## config.mk

```make
export PLATFORM = sky130hd
export DESIGN_NAME = radix_text_to_integer
export DESIGN_NICKNAME = d
export VERILOG_FILES = /design/src/rtl/rti_pkg.sv /design/src/rtl/rti_in_reg.sv /design/src/rtl/rti_core.sv /design/src/rtl/radix_text_to_integer.sv
export SDC_FILE = /design/constraint.sdc
export NUM_CORES = 1
export LEC_CHECK = 0
export ABC_AREA = 1
export ABC_CLOCK_PERIOD_IN_PS = 7400
export BUFFER_PORTS_ARGS = -buffer_cell sky130_fd_sc_hd__buf_4
export CELL_PAD_IN_SITES_DETAIL_PLACEMENT = 1
export CELL_PAD_IN_SITES_GLOBAL_PLACEMENT = 1
export CORE_AREA = 8 8 255 183
export DETAILED_ROUTE_END_ITERATION = 6
export DIE_AREA = 0 0 263 191
export GPL_TIMING_DRIVEN = 1
export MAX_ROUTING_LAYER = met4
export PLACE_DENSITY_LB_ADDON = 0.2
export SYNTH_ARGS = -nofsm -noshare
export SYNTH_HDL_FRONTEND = slang
export SYNTH_SLANG_ARGS = --single-unit
```

## constraint.sdc

```tcl
create_clock -name clk -period 7.4 [get_ports clk]
set_clock_uncertainty 0.15 [all_clocks]
set_input_delay 0.74 -clock clk [delete_from_list [all_inputs] [get_ports clk]]
set_output_delay 0.74 -clock clk [all_outputs]
set_load 0.005 [all_outputs]
```

## src/rtl/rti_pkg.sv

```systemverilog
// Shared widths, character codes and beat type for the radix text to integer converter.
package rti_pkg;

    localparam int CHAR_W              = 8;
    localparam int RADIX_W             = 6;
    localparam int OUT_W               = 64;
    localparam int DEFAULT_VALUE_WIDTH = 64;

    localparam logic [CHAR_W-1:0] CH_MINUS  = 8'h2D;
    localparam logic [CHAR_W-1:0] CH_ZERO   = 8'h30;
    localparam logic [CHAR_W-1:0] CH_NINE   = 8'h39;
    localparam logic [CHAR_W-1:0] CH_UP_A   = 8'h41;
    localparam logic [CHAR_W-1:0] CH_UP_X   = 8'h58;
    localparam logic [CHAR_W-1:0] CH_UP_Z   = 8'h5A;
    localparam logic [CHAR_W-1:0] CH_LOW_A  = 8'h61;
    localparam logic [CHAR_W-1:0] CH_LOW_X  = 8'h78;
    localparam logic [CHAR_W-1:0] CH_LOW_Z  = 8'h7A;

    localparam logic [RADIX_W-1:0] BASE_OCT = 6'd8;
    localparam logic [RADIX_W-1:0] BASE_DEC = 6'd10;
    localparam logic [RADIX_W-1:0] BASE_HEX = 6'd16;

    // One input beat as held in the input register.
    typedef struct packed {
        logic [CHAR_W-1:0] text_char;
        logic              end_of_text;
    } in_beat_t;

endpackage

```

## src/rtl/rti_in_reg.sv

```systemverilog
// Input register stage that holds one character beat until the parser takes it.
module rti_in_reg (
    input  logic              clk,
    input  logic              rst_n,
    input  logic              s_axis_tvalid,
    output logic              s_axis_tready,
    input  logic [7:0]        s_axis_tdata,
    input  logic              s_axis_tlast,
    input  logic              take,
    output logic              beat_valid,
    output rti_pkg::in_beat_t beat
);
    import rti_pkg::*;

    logic     valid_reg;
    logic     valid_next;
    in_beat_t beat_reg;

    assign s_axis_tready = !valid_reg || take;

    always_comb
    begin
        valid_next = valid_reg;
        if (s_axis_tvalid && s_axis_tready)
        begin
            valid_next = 1'b1;
        end
        else if (take)
        begin
            valid_next = 1'b0;
        end
    end

    always_ff @(posedge clk or negedge rst_n)
    begin
        if (!rst_n)
        begin
            valid_reg <= 1'b0;
        end
        else
        begin
            valid_reg <= valid_next;
        end
    end

    always_ff @(posedge clk)
    begin
        if (s_axis_tvalid && s_axis_tready)
        begin
            beat_reg.text_char   <= s_axis_tdata;
            beat_reg.end_of_text <= s_axis_tlast;
        end
    end

    assign beat_valid = valid_reg;
    assign beat       = beat_reg;

endmodule

```

## src/rtl/rti_core.sv

```systemverilog
// Parser state machine, accumulator and result register.
module rti_core #(
    parameter int VALUE_WIDTH = rti_pkg::DEFAULT_VALUE_WIDTH
) (
    input  logic                        clk,
    input  logic                        rst_n,
    input  logic [rti_pkg::RADIX_W-1:0] radix,
    input  logic                        beat_valid,
    input  rti_pkg::in_beat_t           beat,
    output logic                        take,
    output logic                        m_axis_tvalid,
    input  logic                        m_axis_tready,
    output logic [rti_pkg::OUT_W-1:0]   m_axis_tdata
);
    import rti_pkg::*;

    typedef enum logic [2:0] {
        PH_FIRST,
        PH_UFIRST,
        PH_BODY,
        PH_ZERO,
        PH_HEXPFX,
        PH_FIXZERO,
        PH_DIGITS
    } phase_t;

    typedef struct packed {
        logic               ok;
        logic [RADIX_W-1:0] value;
    } digit_t;

    function automatic digit_t decode(input logic [CHAR_W-1:0] c, input logic [RADIX_W-1:0] b);
        digit_t             d;
        logic [CHAR_W-1:0]  raw;
        raw     = '0;
        d.ok    = 1'b0;
        if (c >= CH_ZERO && c <= CH_NINE)
        begin
            raw  = c - CH_ZERO;
            d.ok = 1'b1;
        end
        else if (b > BASE_DEC && c >= CH_LOW_A && c <= CH_LOW_Z)
        begin
            raw  = c - CH_LOW_A + CHAR_W'(BASE_DEC);
            d.ok = 1'b1;
        end
        else if (b > BASE_DEC && c >= CH_UP_A && c <= CH_UP_Z)
        begin
            raw  = c - CH_UP_A + CHAR_W'(BASE_DEC);
            d.ok = 1'b1;
        end
        d.value = raw[RADIX_W-1:0];
        d.ok    = d.ok && (d.value < b);
        return d;
    endfunction

    phase_t                   phase_reg, phase_next;
    logic [VALUE_WIDTH-1:0]   acc_reg, acc_next;
    logic                     outer_reg, outer_next;
    logic                     inner_reg, inner_next;
    logic [RADIX_W-1:0]       base_reg, base_next;
    logic                     stopped_reg, stopped_next;
    logic                     out_valid_reg, out_valid_next;
    logic [OUT_W-1:0]         out_data_reg, out_data_next;

    logic                     is_minus;
    logic                     is_x;
    logic [RADIX_W-1:0]       start_base_in;
    phase_t                   start_phase;
    logic [RADIX_W-1:0]       start_base;
    logic                     start_digit;
    logic                     do_digit;
    digit_t                   dig;
    logic [VALUE_WIDTH-1:0]   acc_mac;
    logic signed [VALUE_WIDTH-1:0] signed_val;
    logic signed [OUT_W-1:0]  result;

    // An end beat needs the result register; characters never stall.
    assign take = beat_valid && (!beat.end_of_text || !out_valid_reg || m_axis_tready);

    assign is_minus = (beat.text_char == CH_MINUS);
    assign is_x     = (beat.text_char == CH_LOW_X) || (beat.text_char == CH_UP_X);

    // First character after the signs: pick the base and decide on a prefix.
    always_comb
    begin
        start_base_in = (phase_reg == PH_BODY) ? base_reg : radix;
        start_base    = start_base_in;
        start_phase   = PH_DIGITS;
        start_digit   = 1'b1;
        if (start_base_in == '0)
        begin
            if (beat.text_char == CH_ZERO)
            begin
                start_phase = PH_ZERO;
                start_digit = 1'b0;
            end
            else
            begin
                start_base = BASE_DEC;
            end
        end
        else if (phase_reg != PH_BODY && beat.text_char == CH_ZERO)
        begin
            start_phase = PH_FIXZERO;
            start_digit = 1'b0;
        end
    end

    assign signed_val = (outer_reg != inner_reg) ? -acc_reg : acc_reg;
    assign result     = OUT_W'(signed_val);

    always_comb
    begin
        phase_next     = phase_reg;
        acc_next       = acc_reg;
        outer_next     = outer_reg;
        inner_next     = inner_reg;
        base_next      = base_reg;
        stopped_next   = stopped_reg;
        out_valid_next = out_valid_reg && !m_axis_tready;
        out_data_next  = out_data_reg;
        do_digit       = 1'b0;

        if (take)
        begin
            if (beat.end_of_text)
            begin
                out_valid_next = 1'b1;
                out_data_next  = result;
                phase_next     = PH_FIRST;
                acc_next       = '0;
                outer_next     = 1'b0;
                inner_next     = 1'b0;
                base_next      = '0;
                stopped_next   = 1'b0;
            end
            else
            begin
                case (phase_reg)
                    PH_FIRST:
                    begin
                        if (is_minus)
                        begin
                            outer_next = 1'b1;
                            phase_next = PH_UFIRST;
                        end
                        else
                        begin
                            base_next  = start_base;
                            phase_next = start_phase;
                            do_digit   = start_digit;
                        end
                    end
                    PH_UFIRST:
                    begin
                        if (is_minus)
                        begin
                            base_next  = radix;
                            inner_next = 1'b1;
                            phase_next = PH_BODY;
                        end
                        else
                        begin
                            base_next  = start_base;
                            phase_next = start_phase;
                            do_digit   = start_digit;
                        end
                    end
                    PH_BODY:
                    begin
                        base_next  = start_base;
                        phase_next = start_phase;
                        do_digit   = start_digit;
                    end
                    PH_ZERO:
                    begin
                        if (is_x)
                        begin
                            base_next  = BASE_HEX;
                            phase_next = PH_HEXPFX;
                        end
                        else
                        begin
                            base_next  = BASE_OCT;
                            phase_next = PH_DIGITS;
                            do_digit   = 1'b1;
                        end
                    end
                    PH_HEXPFX:
                    begin
                        phase_next = PH_DIGITS;
                        do_digit   = 1'b1;
                    end
                    PH_FIXZERO:
                    begin
                        phase_next = PH_DIGITS;
                        do_digit   = !is_x;
                    end
                    default:
                    begin
                        do_digit = 1'b1;
                    end
                endcase
            end
        end

        dig     = decode(beat.text_char, base_next);
        acc_mac = acc_reg * VALUE_WIDTH'(base_next) + VALUE_WIDTH'(dig.value);
        if (do_digit && !stopped_reg)
        begin
            if (dig.ok)
            begin
                acc_next = acc_mac;
            end
            else
            begin
                stopped_next = 1'b1;
            end
        end
    end

    always_ff @(posedge clk or negedge rst_n)
    begin
        if (!rst_n)
        begin
            phase_reg     <= PH_FIRST;
            acc_reg       <= '0;
            outer_reg     <= 1'b0;
            inner_reg     <= 1'b0;
            base_reg      <= '0;
            stopped_reg   <= 1'b0;
            out_valid_reg <= 1'b0;
            out_data_reg  <= '0;
        end
        else
        begin
            phase_reg     <= phase_next;
            acc_reg       <= acc_next;
            outer_reg     <= outer_next;
            inner_reg     <= inner_next;
            base_reg      <= base_next;
            stopped_reg   <= stopped_next;
            out_valid_reg <= out_valid_next;
            out_data_reg  <= out_data_next;
        end
    end

    assign m_axis_tvalid = out_valid_reg;
    assign m_axis_tdata  = out_data_reg;

endmodule

```

## src/rtl/radix_text_to_integer.sv

```systemverilog
// Top level of the radix text to integer converter.
//
//  Channel   Direction  Beat contents
//  s_axis    in         tdata[7:0] text_char; tlast end_of_text
//  m_axis    out        tdata[63:0] parsed_value
//  cfg       in         cfg_wdata[5:0] radix, written when cfg_wen is high
//
// One character beat is taken every cycle while no end beat waits; the
// work per beat is one multiply-add of the accumulator by the base between
// the input register and the parser state. The result register loads when
// the parser takes the end beat from the input register and offers the result.
// Reset clears the radix to zero and the parser to the start of a string.
// Only an end beat waits, and only while the previous result is not taken.
module radix_text_to_integer #(
    parameter int VALUE_WIDTH = rti_pkg::DEFAULT_VALUE_WIDTH
) (
    input  logic                        clk,
    input  logic                        rst_n,
    input  logic                        s_axis_tvalid,
    output logic                        s_axis_tready,
    input  logic [7:0]                  s_axis_tdata,   // [7:0] text_char
    input  logic                        s_axis_tlast,
    output logic                        m_axis_tvalid,
    input  logic                        m_axis_tready,
    output logic [rti_pkg::OUT_W-1:0]   m_axis_tdata,   // [63:0] parsed_value
    input  logic                        cfg_wen,
    input  logic [rti_pkg::RADIX_W-1:0] cfg_wdata
);
    import rti_pkg::*;

    logic [RADIX_W-1:0] radix_reg;
    logic               beat_valid;
    in_beat_t           beat;
    logic               take;

    always_ff @(posedge clk or negedge rst_n)
    begin
        if (!rst_n)
        begin
            radix_reg <= '0;
        end
        else if (cfg_wen)
        begin
            radix_reg <= cfg_wdata;
        end
    end

    rti_in_reg u_in_reg (
        .clk           (clk),
        .rst_n         (rst_n),
        .s_axis_tvalid (s_axis_tvalid),
        .s_axis_tready (s_axis_tready),
        .s_axis_tdata  (s_axis_tdata),
        .s_axis_tlast  (s_axis_tlast),
        .take          (take),
        .beat_valid    (beat_valid),
        .beat          (beat)
    );

    rti_core #(
        .VALUE_WIDTH (VALUE_WIDTH)
    ) u_core (
        .clk           (clk),
        .rst_n         (rst_n),
        .radix         (radix_reg),
        .beat_valid    (beat_valid),
        .beat          (beat),
        .take          (take),
        .m_axis_tvalid (m_axis_tvalid),
        .m_axis_tready (m_axis_tready),
        .m_axis_tdata  (m_axis_tdata)
    );

endmodule
```

# [Yosys cells after proc, flatten, opt, wreduce, memory -nomap -nowiden]
# Index checks and enable logic that the tools add are counted.
[totals] output_inout_bits=66 reg_bits=157 elab_cells=122
[op_classes] n_addsub=7 n_reduce_logical=34 muxes=49 eq_ne=11 multipliers=1 magnitude_cmp=8
[ops] op="64-bit two-way mux" count=5
[ops] op="64-bit by 6-bit adder with 64-bit output" count=1
[ops] op="64-bit by 6-bit multiplier with 64-bit output" count=1
[ops] op="64-bit negator" count=1
[ops] op="6-bit two-way mux" count=10
[ops] op="6-bit one-hot mux with 4 select lines" count=1
[ops] op="1-bit two-way mux" count=23
[ops] op="8-bit by 6-bit == test with 1-bit output (second input constant)" count=2
[ops] op="8-bit by 7-bit == test with 1-bit output (second input constant)" count=2
[ops] op="8-bit by 7-bit >= comparator with 1-bit output (second input constant)" count=2
[ops] op="8-bit by 7-bit <= comparator with 1-bit output (second input constant)" count=2
[ops] op="3-bit two-way mux" count=5
[ops] op="3-bit one-hot mux with 5 select lines" count=1
[ops] op="6-bit by 4-bit adder with 6-bit output (second input constant)" count=2
[ops] op="6-bit subtractor (second input constant)" count=2
[ops] op="1-bit logical AND" count=11
[ops] op="8-bit by 6-bit >= comparator with 1-bit output (second input constant)" count=1
[ops] op="8-bit by 6-bit <= comparator with 1-bit output (second input constant)" count=1
[ops] op="2-bit nonzero test" count=4
[ops] op="3-bit by 2-bit == test with 1-bit output (second input constant)" count=2
[ops] op="3-bit == test (second input constant)" count=2
[ops] op="6-bit by 4-bit greater-than comparator with 1-bit output (second input constant)" count=1
[ops] op="1-bit zero test" count=6
[ops] op="6-bit zero test" count=1
[ops] op="other kinds (14)" count=21

# [Depth between registers and ports, before layout]
# Gate-level depths: netlist of the first run.
[depth] word_depth=18 mapped_depth=42 mapped_depth_nobuf=41

# [Modules after synthesis]
# Synthesis of the first run repeated with hierarchy kept, for this count alone.
[unflattened] cells_unflattened=2689 hier_area_um2=20314.5
[modules_own_cells] module="rti_core" cells_each=2649 area_per_inst_um2=19777.7 instances=1
[modules_own_cells] module="rti_in_reg" cells_each=15 area_per_inst_um2=315.3 instances=1
[modules_own_cells] module="radix_text_to_integer" cells_each=25 area_per_inst_um2=221.5 instances=1

# [Least setup slack after synthesis of the first run]
# Ideal clock, no wire load.
[synth_timing] kind="register -> register" startpoint="register u_in_reg.beat_reg (netlist bit u_in_reg.beat[1])" endpoint="register u_core.acc_reg[42]" path_slack_ps=722 t_arrival_ps=6409 required_ps=7130 path_stages_with_launch=39 synth_period_minus_slack_ps=6678 path_buffers=1 setup_ps=120 cell_sequence="edfxtp_1 -> inv_1 -> ha_1 -> inv_1 -> nor2_1 -> nand2_1 -> nor2_1 -> nand3_2 -> nand3_1 -> nand2_1 -> nand2_2 -> nand2_4 -> inv_1 -> clkbuf_1 -> nor2_1 -> fa_1 -> inv_1 -> fa_1 -> (+3 left out) -> fa_1 -> inv_1 -> ha_1 -> nand2_1 -> inv_1 -> a21oi_1 -> o21ai_0 -> a21oi_1 -> o21ai_0 -> a21oi_1 -> inv_1 -> nand2_1 -> nand2_1 -> a21oi_1 -> o21ai_0 -> xor2_1 -> o21ai_0 -> inv_1"
[synth_between] elab_chain_len=17
[synth_lines] element="start, declared" line_no="rti_in_reg.sv:17" rtl="in_beat_t beat_reg;"
[synth_lines] element="branches (longest 16 deep; another with 64-bit by 6-bit multiplier with 64-bit output)"
[synth_lines] element="64-bit two-way mux *" line_no="rti_core.sv:210" rtl="if (do_digit && !stopped_reg)"
[synth_lines] element="net u_core.acc_next[42]" line_no="rti_core.sv:58" rtl="logic [VALUE_WIDTH-1:0] acc_reg, acc_next;"
[synth_lines] element="end signal, assigned" line_no="rti_core.sv:239" rtl="acc_reg <= acc_next;"
[synth_lines] element="end, declared" line_no="rti_core.sv:58"
# Mark *: on every way through the listed nets, which the timed path passes.
# A chain may end at the register's enable or synchronous reset.

# [Final worst setup path of the first run]
[layout_timing] startpoint="register u_in_reg.beat_reg (netlist bit u_in_reg.beat[2])" endpoint="register u_core.acc_reg[56]"
# The elaborated chain is that of the path after synthesis.

==> flow_results.org, run 1 <==
** Status
- Status :: finished clean

** Synth
- Most common cell in the synthesized netlist :: nand2_1
- In the synthesized netlist, the number of instances is roughly 2600.
- When the netlist entered floorplanning its net count stood at ~3000.
- Each instance of the synthesized netlist takes up on average ~7.7 sq um.
- Summing the sequential cell areas from Yosys gives approximately 20% of the chip area.
- Top post-synthesis cells by count :: nand2_1, nor2_1, inv_1, fa_1, dfrtp_1
- Flops & latches, synth :: between 150 and 200
- Number of different library cells in the post-synthesis netlist :: 54
- Summing every instance area after synthesis gives ~20000 sq um.
- The most used flip-flop cell after synthesis is dfrtp_1.
- Synth area leader :: fa_1
- Top post-synthesis cells by area :: fa_1, dfrtp_1, nand2_1, ha_1, nor2_1
- For this run, the number of Yosys warnings is 0.
- EDFF count, synth :: 9
- Proportion of netlist area held by the largest area contributor :: 23.7%
- Proportion of register bits with asynchronous set or reset after synthesis :: ~94%

** CTS
- Counting every sink on the clock net gives ~160.
- TritonCTS built the clock tree.
- Number of CTS-inserted buffers :: 17
- Buffer cell driving the clock tree root :: clkbuf_16
- Insertion delay of the later-clocked pin in the worst-skew pair :: between 0.4 and 0.5 ns
- Register clock-pin slew on the reported worst setup and hold paths :: roughly 0.080 ns
- Counting along the longest clock path gives a buffer depth of 2.
- The H-tree generated during clock tree synthesis spans 4 levels.

** Setup path
- Kind of start point of the critical path :: flop
- The worst setup path is captured at a flop.
- In this design, the stage delay of the slowest critical-path cell is 0.53 ns.
- Class of the most critical setup path :: reg -> reg
- Endpoint arrival time on the critical path :: 7.20 ns
- Cell occurring most often along the worst timing path :: nand2_1
- Critical path's top delay family :: adder cells
- For the worst setup path, the data required time is 7.62 ns.
- In this run the worst path has a maximum fanout of 10.
- Count of buffer and inverter cells on the critical path :: 12
- Slowest library cell on the worst path :: fa_1

** Final layout
- Fill cells in the final layout number about 5400.
- Final core occ :: between 50% and 60%
- Signed area change from the synthesized netlist to the final layout :: 11.2%
- Total number of nets in the final design :: ~3100
- Of the cells placed in the final design, the portion with a size suffix greater than 1 is approximately a tenth.

** Timing
- Setup repair after global routing missed its margin :: true
- Final setup violation count :: 0
- In the post-route analysis, the smallest setup slack over all paths is between 0.4 and 0.5 ns.
- After layout, the worst path uses 94.3% of the clock period.
- Fin. Hold Viols :: 0
- Worst slew slack as a fraction of its limit :: 28.2%
- Slew at the pin closest to its max-slew limit :: between 1 and 1.5 ns
- FMAX :: 143 MHz
- Final setup TNS :: 0 ns
- Post-layout minimum cycle time :: between 6 and 7 ns
- The number of pins with negative max-slew slack in the final report came to 0.

** Global route
- Summed over all layers, the global routing overflow is 0.
- Number of global-route vias before repair :: between 20000 and 25000
- Global routing consumed, over all layers together, 30.9% of the routing resources.
- The initial antenna violation count came to 4.
- The first global-routing pass estimated around 120000 microns of wire.
- Entering global routing, the biggest net connects 86 pins.

** Floorplanning
- Vertical extent of the die :: 191 microns
- Core Box Area :: 42900 sq um
- For this design the top-level I/O count stands at 86.
- Die outline area :: ~50000 sq um
- Once the floorplan was initialized, standard cells occupied 47.3% of the core.
- Floorplan die width :: roughly 260 microns
- In this run the core area contains 64 standard-cell rows.

** Routing
- The first detailed-routing pass took 5 iterations.
- DRC violation total after the first TritonRoute iteration :: about 1500
- Summed over all layers, the routed wires come to between 70000 and 80000 microns.
- Dividing the detail-routed wire length by the instance count gives 22.5 microns.
- Count of unresolved DRC violations after routing :: 0
- Across all layers, the routed design uses between 15000 and 20000 vias.
- In this run the remaining antenna-violating nets after routing total 0.
- Using the TritonRoute via totals, the vias-per-cell ratio works out to ~5.7.

** Placed design
- Detailed placement HPWL :: slightly below 60000 microns
- Input/output buffers :: 85
- Worst slack at placement :: -0.0749 ns
- RePlAce Congestion :: around 0.95

** Min path
- In this run the worst hold path is classified as in -> async.

** Power
- Pwr Density :: about 150 nW/um^2
- IR analysis of the VDD net gives a maximum drop of around 0.00020 V.
- The analysis attributes to cell leakage a power of approximately 12 nW.

** Run
- Number of max-capacitance violations reported :: 0
-- routing by layer --
| layer | vias up | global-route usage [%] | share of wire, % |
|---|---|---|---|
| met5 | - | - | 0 |
| met2 | 654 | 45.9 | 43 |
| li1 | 8564 | - | - |
| met4 | 0 | 7.66 | 2.1 |
| met1 | 9614 | 42.6 | 46 |
| met3 | 103 | 7.09 | 8.3 |
-- cell families (layout without fill, tap and decap cells) --
group	after synthesis	count (layout)	synth area share, %
fa+ha+maj	381	381	32.4
compound gates	384	384	10.5
simple gates	1162	1162	23.9
xor+xnor	115	115	4.97
other cells	0	1	0
buf+inv	447	545	8.70
flops	157	157	19.6
-- power breakdown --
group | internal, W | leakage, nW | switching [W]
Sequential | 0.000937 | 2.12 | 0.000104
Clock | 0.000455 | 0.287 | 0.000489
Combinational | 0.000401 | 9.31 | 0.000931
-- final timing paths --
check	from	end	slack [ns]	cells after the start
worst max-delay path	u_in_reg.beat[2]	u_core.acc_reg[56]	0.42	42
worst min-delay path	rst_n	u_core.m_axis_tdata[49]	0.13	1
worst max register to register	u_in_reg.beat[2]	u_core.acc_reg[56]	0.42	42
worst min register to register	u_core.m_axis_tdata[57]	u_core.m_axis_tdata[57]	0.34	2
max in group asynchronous	rst_n	u_core.m_axis_tdata[34]	5.39	2
min in group clk	s_axis_tlast	u_in_reg.beat[0]	0.29	1
-- cells in the final DEF, fill, tap and decap left out, types with 4 or more instances in the layout --
cell type,netlist,final
nand2_1,492,490
nor2_1,457,455
inv_1,327,327
fa_1,240,240
buf_4,0,152
dfrtp_1,148,148
ha_1,141,140
o21ai_0,142,139
a21oi_1,117,114
nand3_1,107,105
xor2_1,79,78
o21ai_1,42,45
xnor2_1,36,35
nor3_1,26,26
a31oi_1,26,25
nand4_1,20,20
clkbuf_16,0,17
nor4_1,16,15
nand3_2,11,13
clkinv_1,13,12
nor2_2,7,9
edfxtp_1,9,9
inv_2,7,8
o211ai_1,8,8
nand2_2,7,8
buf_12,0,8
o21a_1,7,7
o21bai_1,7,7
inv_8,0,6
inv_6,0,5
a21o_1,4,4
o31ai_1,5,4
o21ai_2,4,4
o2111ai_1,4,4
-- layout make-up --
type	count	area, sq um	area share [%]
Sequential cell	157	3970	17.6
Clock inverter	15	160	0.710
Clock buffer	17	425	1.89
Antenna cell	1	2.50	0.0111
Inverter	350	1320	5.86
Timing Repair Buffer	163	1340	5.92
Multi-Input combinational cell	2042	14600	64.9
Tap cell	561	702	3.11
-- what timing repair did --
| item | CTS | global route |
|---|---|---|
| pin swaps | 0 | 4 |
| hold buffers | 0 | 0 |
| gates cloned | 0 | 0 |
| buffers inserted | 1 | 7 |
| setup endpoints to repair | 1 | 28 |
| gates resized for setup | 0 | 21 |
-- worst register-to-register path, delay by kind of cell, from the launching register on --
kind,cells,cell delay [ns]
buf+inv,12,1.23
fa+ha+maj,6,2.54
compound gates,5,0.75
simple gates,18,1.65
flops,1,0.42
xor+xnor,1,0.14
-- metrics by stage --
step / instances / hold WS, ns / instance area, sq um / power (W)
after floorplan: 2646 / 0.294 / 20300 / 0.00183
final: 3306 / 0.125 / 22500 / 0.00332
after detailed placement: 3265 / 0.318 / 21800 / 0.00236
after global placement: 3265 / 0.314 / 21800 / 0.00233
after global routing: 3306 / 0.212 / 22500 / 0.00349
after CTS: 3298 / 0.181 / 22400 / 0.00331
Note: power is estimated with default switching activity, not from simulation.
==> run 2, diff against run 1 <==
ABC_CLOCK_PERIOD_IN_PS = not set   (was 7400)
BUFFER_PORTS_ARGS = -buffer_cell sky130_fd_sc_hd__buf_2   (was -buffer_cell sky130_fd_sc_hd__buf_4)
CTS_CLUSTER_SIZE = 25   (was not set)
==> run 2 against run 1 <==
  * Count of clock-buffer cells in the layout did not move
  * Sequential power barely moved
  * Register-to-register slack barely moved
  * Hold slack improved by 0.030 ns
==> flow_results.org, run 2 (synthesized netlist as in run 1, its figures left out) <==
** Floorplanning
- The floorplan step defined a core boundary enclosing approximately 43000 sq um.
- For this configuration, the core starts out at a cell density of a little under half.
- Number of rows in the core area :: 64
- The floorplan step set the die height to approximately 190 microns.
- Number of top-level pins :: 86
- The die covers between 50000 and 60000 sq um.
- The floorplan step set the die width to around 260 microns.

** Timing
- Final period util :: 94.4%
- After routing, the total negative slack on setup checks comes to 0 ns.
- Pins over their slew limit :: 0
- Headroom to the max-slew limit came out at ~36%.
- The number of failing hold endpoints at the final stage is 0.
- Slew at the pin closest to its max-slew limit :: between 0.9 and 1 ns
- Setup violations remaining at the end of the flow were counted as 0.
- Post-layout minimum cycle time :: around 7.0 ns
- FMAX :: between 100 and 150 MHz
- Post-route worst setup slack :: roughly 0.42 ns

** Global route
- Antenna violations before repair :: 1
- The via count of the first global-routing pass came to just over 20000.
- Pin count of the biggest net entering global routing :: between 80 and 90
- First-pass GRT wire length :: 119000 microns
- Total congestion overflow after global routing :: 0
- Across every metal layer, demand over resource in global routing totals a little under a third.

** Routing
- Number of nets with antenna violations after routing :: 0
- First-pass DRT Iterations :: 7
- In the routed layout, each cell is associated on average with a via count of roughly 5.7.
- Total vias in the final route :: roughly 19000
- After the first detailed-routing iteration, the DRC count stood at around 1600.
- Wires add up to ~75000 microns.
- Count of unresolved DRC violations after routing :: 0
- In the final routed layout, each cell accounts on average for between 20 and 25 microns.

** CTS
- TritonCTS created 17 clock buffers.
- TritonCTS sink count :: 157
- The H-tree was split into 4 levels.
- After clock tree synthesis, the clock-pin slew on the worst setup and hold paths is approximately 0.090 ns.
- For this design, the CTS-stage hold fixing added 0 buffers.
- Insertion delay of the later-clocked pin in the worst-skew pair :: just under 0.5 ns
- The cell sitting at the root of the clock tree is a clkbuf_16.
- TritonCTS built the clock tree.
- Clk buf depth :: 2

** Setup path
- STA classifies the critical path startpoint as a flop.
- Along the worst path, the maximum fanout reaches 10.
- The most numerous cell type found on the critical path is nand2_1.
- STA puts the critical path data required time at 7.63 ns.
- The critical path is of the reg -> reg type.
- For the worst setup path, the data arrival time is 7.21 ns.
- CP Capture Type :: flop
- Crit path largest cell delay :: around 0.52 ns
- Together, buffers and inverters on the worst path number 9.
- The cell family contributing the most delay on the critical path is adder cells.
- Slowest library cell on the worst path :: fa_1

** Placed design
- Input/output buffers :: 85
- Detailed placement HPWL :: 59200 microns
- Routability-driven placement finished with a final weighted congestion of approximately 0.96.
- Before CTS, the worst setup slack after placement is about 0.14 ns.

** Final layout
- The library cell used most frequently in the layout, excluding fill and tap cells, is nand2_1.
- Layout cells sized above 1 :: under 10%
- Signed area change from the synthesized netlist to the final layout :: 10.2%
- Leaving out fill and tap cells, the most frequent cells in the layout are nand2_1, nor2_1, inv_1.
- Total number of nets in the final design :: 3135
- Fill cell total of the finished layout :: about 5400

** Status
- The run finished with clean final reports.

** Power
- Summed over all cells, the static leakage comes to between 10 and 15 nW.
- Largest voltage drop on the vdd net :: between 0.00015 and 0.0002 V
- Dividing total power by cell area gives a power density of around 150 nW/um^2.

** Run
- Max-cap violations in this run came to 0.

** Min path
- Min-Delay Path Class :: in -> async
## run 2: changes by cell type in the layout (fill, tap and decap cells not counted), sizes merged
| cell | delta |
|---|---|
| diode | +1 |
| buf | +1 |
| clkbuf | +2 |
| clkinv | +2 |
| inv | -2 |
## run 2: final timing paths
kind                                         start                 endpoint  slack [ns]  cells past startpoint
max                               u_in_reg.beat[1]       u_core.acc_reg[56]        0.42                     39
min                                          rst_n       u_core.stopped_reg        0.15                      1
max reg2reg                       u_in_reg.beat[1]       u_core.acc_reg[56]        0.42                     39
min reg2reg                u_core.m_axis_tdata[47]  u_core.m_axis_tdata[47]        0.33                      2
max in group asynchronous                    rst_n       u_core.acc_reg[18]        5.44                      2
min in group clk                      s_axis_tlast         u_in_reg.beat[0]        0.27                      1
## run 2: cell type report
cell class	count	area, sq um	share of cell area, %
clock buffer	17	425	1.90
clock inverter	15	161	0.722
multi-input combinational	2042	14600	65.5
tap	561	702	3.14
sequential	157	3970	17.8
inverter	350	1330	5.93
timing repair buffer	166	1130	5.05
antenna	2	5.00	0.0224
## run 2: report_power, final
part | switching [W] | internal, W | total (W)
Combinational | 0.000943 | 0.000383 | 0.00133
Clock | 0.000482 | 0.000453 | 0.000935
Sequential | 0.000103 | 0.000937 | 0.00104
## run 2: stage by stage
stage          utilization (%)  total power, W  hold slack (ns)  instances  area (sq um)
6_report                  52.1         0.00330            0.155       3310         22300
3_5_place_dp              50.3         0.00232            0.312       3269         21600
3_3_place_gp              50.3         0.00228            0.308       3269         21600
4_1_cts                   51.7         0.00327            0.201       3301         22200
2_1_floorplan                -         0.00183            0.294       2646         20300
5_1_grt                   52.1         0.00347            0.238       3309         22300
## run 2: metal layers
layer | GRT usage (%) | part of all wire, % | vias up
li1 | - | - | 8571
met5 | - | 0 | -
met2 | 46.7 | 44 | 622
met1 | 42.9 | 47 | 9670
met4 | 7.71 | 2.2 | 0
met3 | 5.62 | 7.0 | 120
## run 2: repair_timing
| item | CTS | global route |
|---|---|---|
| setup endpoints to repair | 0 | 33 |
| gates resized for setup | 0 | 22 |
| setup buffers | 0 | 5 |
==> run 3, diff against run 2 <==
PLACE_DENSITY_LB_ADDON = 0.1   (was 0.2)
==> run 3 against run 2 <==
  * Via count decreased by 0.35%
  * Register-to-register slack got worse by 0.06 ns
  * Largest power group unchanged
  * Total power decreased by 0.37%
  * Count of clock-buffer cells in the layout unchanged
  * Hold slack improved by 0.080 ns
  * Clock power increased by 0.7%
  * First-iteration DRC count decreased by 13%
  * Global-route usage decreased by 0.82 points
  * Core utilization decreased by 0.18 points
  * Critical path type unchanged
  * Non-clock buffer count decreased by 9
  * Sequential share of layout area increased by 0.067 points
==> flow_results.org, run 3 (synthesized netlist as in run 1, its figures left out) <==
** Status
- Status :: finished clean

** Power
- The analysis attributes to net switching a power of 0.00152 W.
- In this run the static leakage power is around 12 nW.
- Net switching is approximately 46% of the power.
- The clock network accounts for 28.6% of the total power.
- Largest voltage drop on the vdd net :: roughly 0.00019 V
- Combinational logic is responsible for about two fifths of the overall power.
- Pwr Density :: about 150 nW/um^2
- Total power for the finished layout comes to about 0.0033 W.
- The internal power of the cells totals around 0.0018 W.
- Sequential share of power :: around a third

** Setup path
- Largest driver fanout on the critical path :: between 40 and 50
- The setup check on the worst reg-to-reg path leaves a slack of between 0.3 and 0.4 ns.
- Crit path largest cell delay :: 0.55 ns
- CP Capture Type :: flop
- The critical path is of the reg -> reg type.
- The startpoint identified for the worst register-to-register timing path is u_in_reg.beat[2].
- Cell occurring most often along the worst timing path :: inv_1
- Terminus of the critical flop-to-flop path :: u_core.acc_reg[55]
- Kind of start point of the critical path :: flop
- At the worst endpoint, the arrival time is 7.23 ns.
- The slowest stage of the critical path is the fa_1 cell.
- Crit path required time :: around 7.6 ns
- The number of cells on the worst reg-to-reg path is 33.

** CTS
- Buffer cell driving the clock tree root :: clkbuf_16
- Clock-pin slew was measured on the worst setup and hold paths at about 0.070 ns.
- Clk buf depth :: 2
- Number of CTS-inserted buffers :: 17
- The clock reaches the later pin of the worst-skew pair after ~0.48 ns.
- Clock tree synthesis found a total of approximately 160 sinks.
- TritonCTS clock tree :: yes
- CTS H-tree lvls :: 4
- In this run, post-CTS hold repair placed 0 buffers.

** Global route
- Number of global-route vias before repair :: between 20000 and 25000
- Total congestion overflow after global routing :: 0
- Pin count of the biggest net entering global routing :: 98
- Global Route met2 Usage :: a little under half
- Global routing used 30.1% of the available tracks across all layers.
- The initial antenna violation count is 1.
- The first global-routing pass estimated approximately 120000 microns of wire.
- Global routing used roughly 43% of the available met1 tracks.
- Most heavily used metal layer in global routing :: met2
- Met3 Use GR :: between 4 and 5%

** Final layout
- Most used cells in the layout excluding fill and tap cells :: nand2_1, nor2_1, inv_1
- The layout has 5383 filler cells.
- Area of all placed cells without fillers :: 22300 sq um
- Most common cell after layout, fill and taps aside :: nand2_1
- Final core occ :: 51.9%
- Number of antenna cells inserted :: 0
- After the flow finishes, the layout carries non-filler instances totaling ~3300.
- For this run, the post-layout net count is around 3100.
- Layout cells sized above 1 :: under 10%
- From synthesis to final layout, the design area changed by 9.81%.

** Timing
- At the pin with the least slew margin, the transition time is about 1.0 ns.
- Pins over their slew limit :: 0
- For this run, the top clock speed supported by timing is around 140 MHz.
- Across all hold checks on the routed design, the worst slack comes to 0.235 ns.
- Headroom to the max-slew limit came out at 31.9%.
- Final setup violation count :: 0
- Counting I/O delays and the setup requirement, the final critical path takes around 7.0 ns.
- The worst path uses a little over nine tenths of the clock period.
- The number of failing hold endpoints at the final stage was 0.

** Routing
- First-pass DRT Iterations :: 5
- Using the TritonRoute via totals, the vias-per-cell ratio works out to about 5.7.
- Routed wire length per instance :: ~22 microns
- The detailed router placed roughly 19000 vias in this run.
- Count of unresolved DRC violations after routing :: 0
- Post-detailed-routing wire length :: about 73000 microns
- In this run the remaining antenna-violating nets after routing total 0.
- DRC violation total after the first TritonRoute iteration :: between 1000 and 1500

** Placed design
- The wire-length estimate of the detail-placed layout is ~57000 microns.
- In this run, placement finished with an instance count of between 3000 and 4000.
- Input/output buffers :: between 80 and 90
- The placed instances occupy a cell area of ~22000 sq um.
- Routability-driven placement finished with a final weighted congestion of 0.939.

** Floorplanning
- Number of rows in the core area :: between 60 and 70
- Number of top-level pins :: 86
- In this run the standard cell core region covers roughly 43000 sq um.
- Vertical extent of the die :: approximately 190 microns
- The die covers around 50000 sq um.
- Effective utilization at floorplan :: between 40% and 50%
- Floorplan die width :: roughly 260 microns

** Run
- Number of max-capacitance violations reported :: 0

** Min path
- The min-delay analysis places its worst path in the category in -> async.
[run 3: how the worst max path moves through the flow]
stage / startpoint / end / slack (ns) / cells after the start
after detailed placement: u_in_reg.beat[1] / u_core.acc_reg[62] / -0.07 / 38
after global placement: u_in_reg.beat[1] / u_core.acc_reg[62] / 0.1 / 38
after CTS: u_in_reg.beat[1] / u_core.acc_reg[61] / 0.002 / 38
final: u_in_reg.beat[2] / u_core.acc_reg[55] / 0.36 / 33
after global routing: u_in_reg.beat[6] / u_core.acc_reg[62] / -0.002 / 37
after floorplan: u_in_reg.beat[1] / u_core.acc_reg[42] / 0.72 / 38
[run 3: metal layers]
layer  part of all wire [%]  wire length (microns)
met1                     48                  35200
met2                     43                  31500
met3                    6.3                   4570
met4                    2.2                   1640
met5                      0                      0
[run 3: layout make-up]
type / instances / area, sq um / area share, %
Inverter: 350 / 1330 / 5.95
Clock inverter: 15 / 166 / 0.747
Multi-Input combinational cell: 2042 / 14600 / 65.7
Sequential cell: 157 / 3980 / 17.8
Clock buffer: 17 / 425 / 1.91
Tap cell: 561 / 702 / 3.15
Timing Repair Buffer: 157 / 1040 / 4.69
[run 3: power groups by stage]
stage                     clock (W)  combinational (W)  sequential [W]
after detailed placement          0            0.00126         0.00105
after global placement            0            0.00123         0.00105
after CTS                  0.000966            0.00127         0.00103
after global routing       0.000992            0.00143         0.00104
final                      0.000942            0.00131         0.00104
after floorplan                   0           0.000823         0.00100
[run 3: stage by stage]
| stage | setup WS [ns] | setup TNS [ns] |
|---|---|---|
| floorplan | 0.722 | 0 |
| global placement | 0.0987 | 0 |
| detailed placement | -0.0748 | -0.0748 |
| CTS | 0.00215 | 0 |
| global route | -0.00190 | -0.00190 |
| finish | 0.355 | 0 |
[run 3: repair_timing]
action                                  4_1_cts  5_1_grt
cloned                                        0        1
buffers inserted                              0        7
pin swaps                                     0        5
endpoints found under the setup margin        1       34
resized for setup                             2       24
hold endpoints to repair                      0        0
[run 3: critical path: cells and delay by family, from the launching register on]
kind | cells | cell delay (ns)
xor gates and xnor gates | 1 | 0.21
and+or+nand+nor | 5 | 0.54
adders and majority gates | 6 | 2.31
AOI/OAI and AO/OA | 12 | 2.06
DFF | 1 | 0.42
buffers and inverters | 9 | 1.21
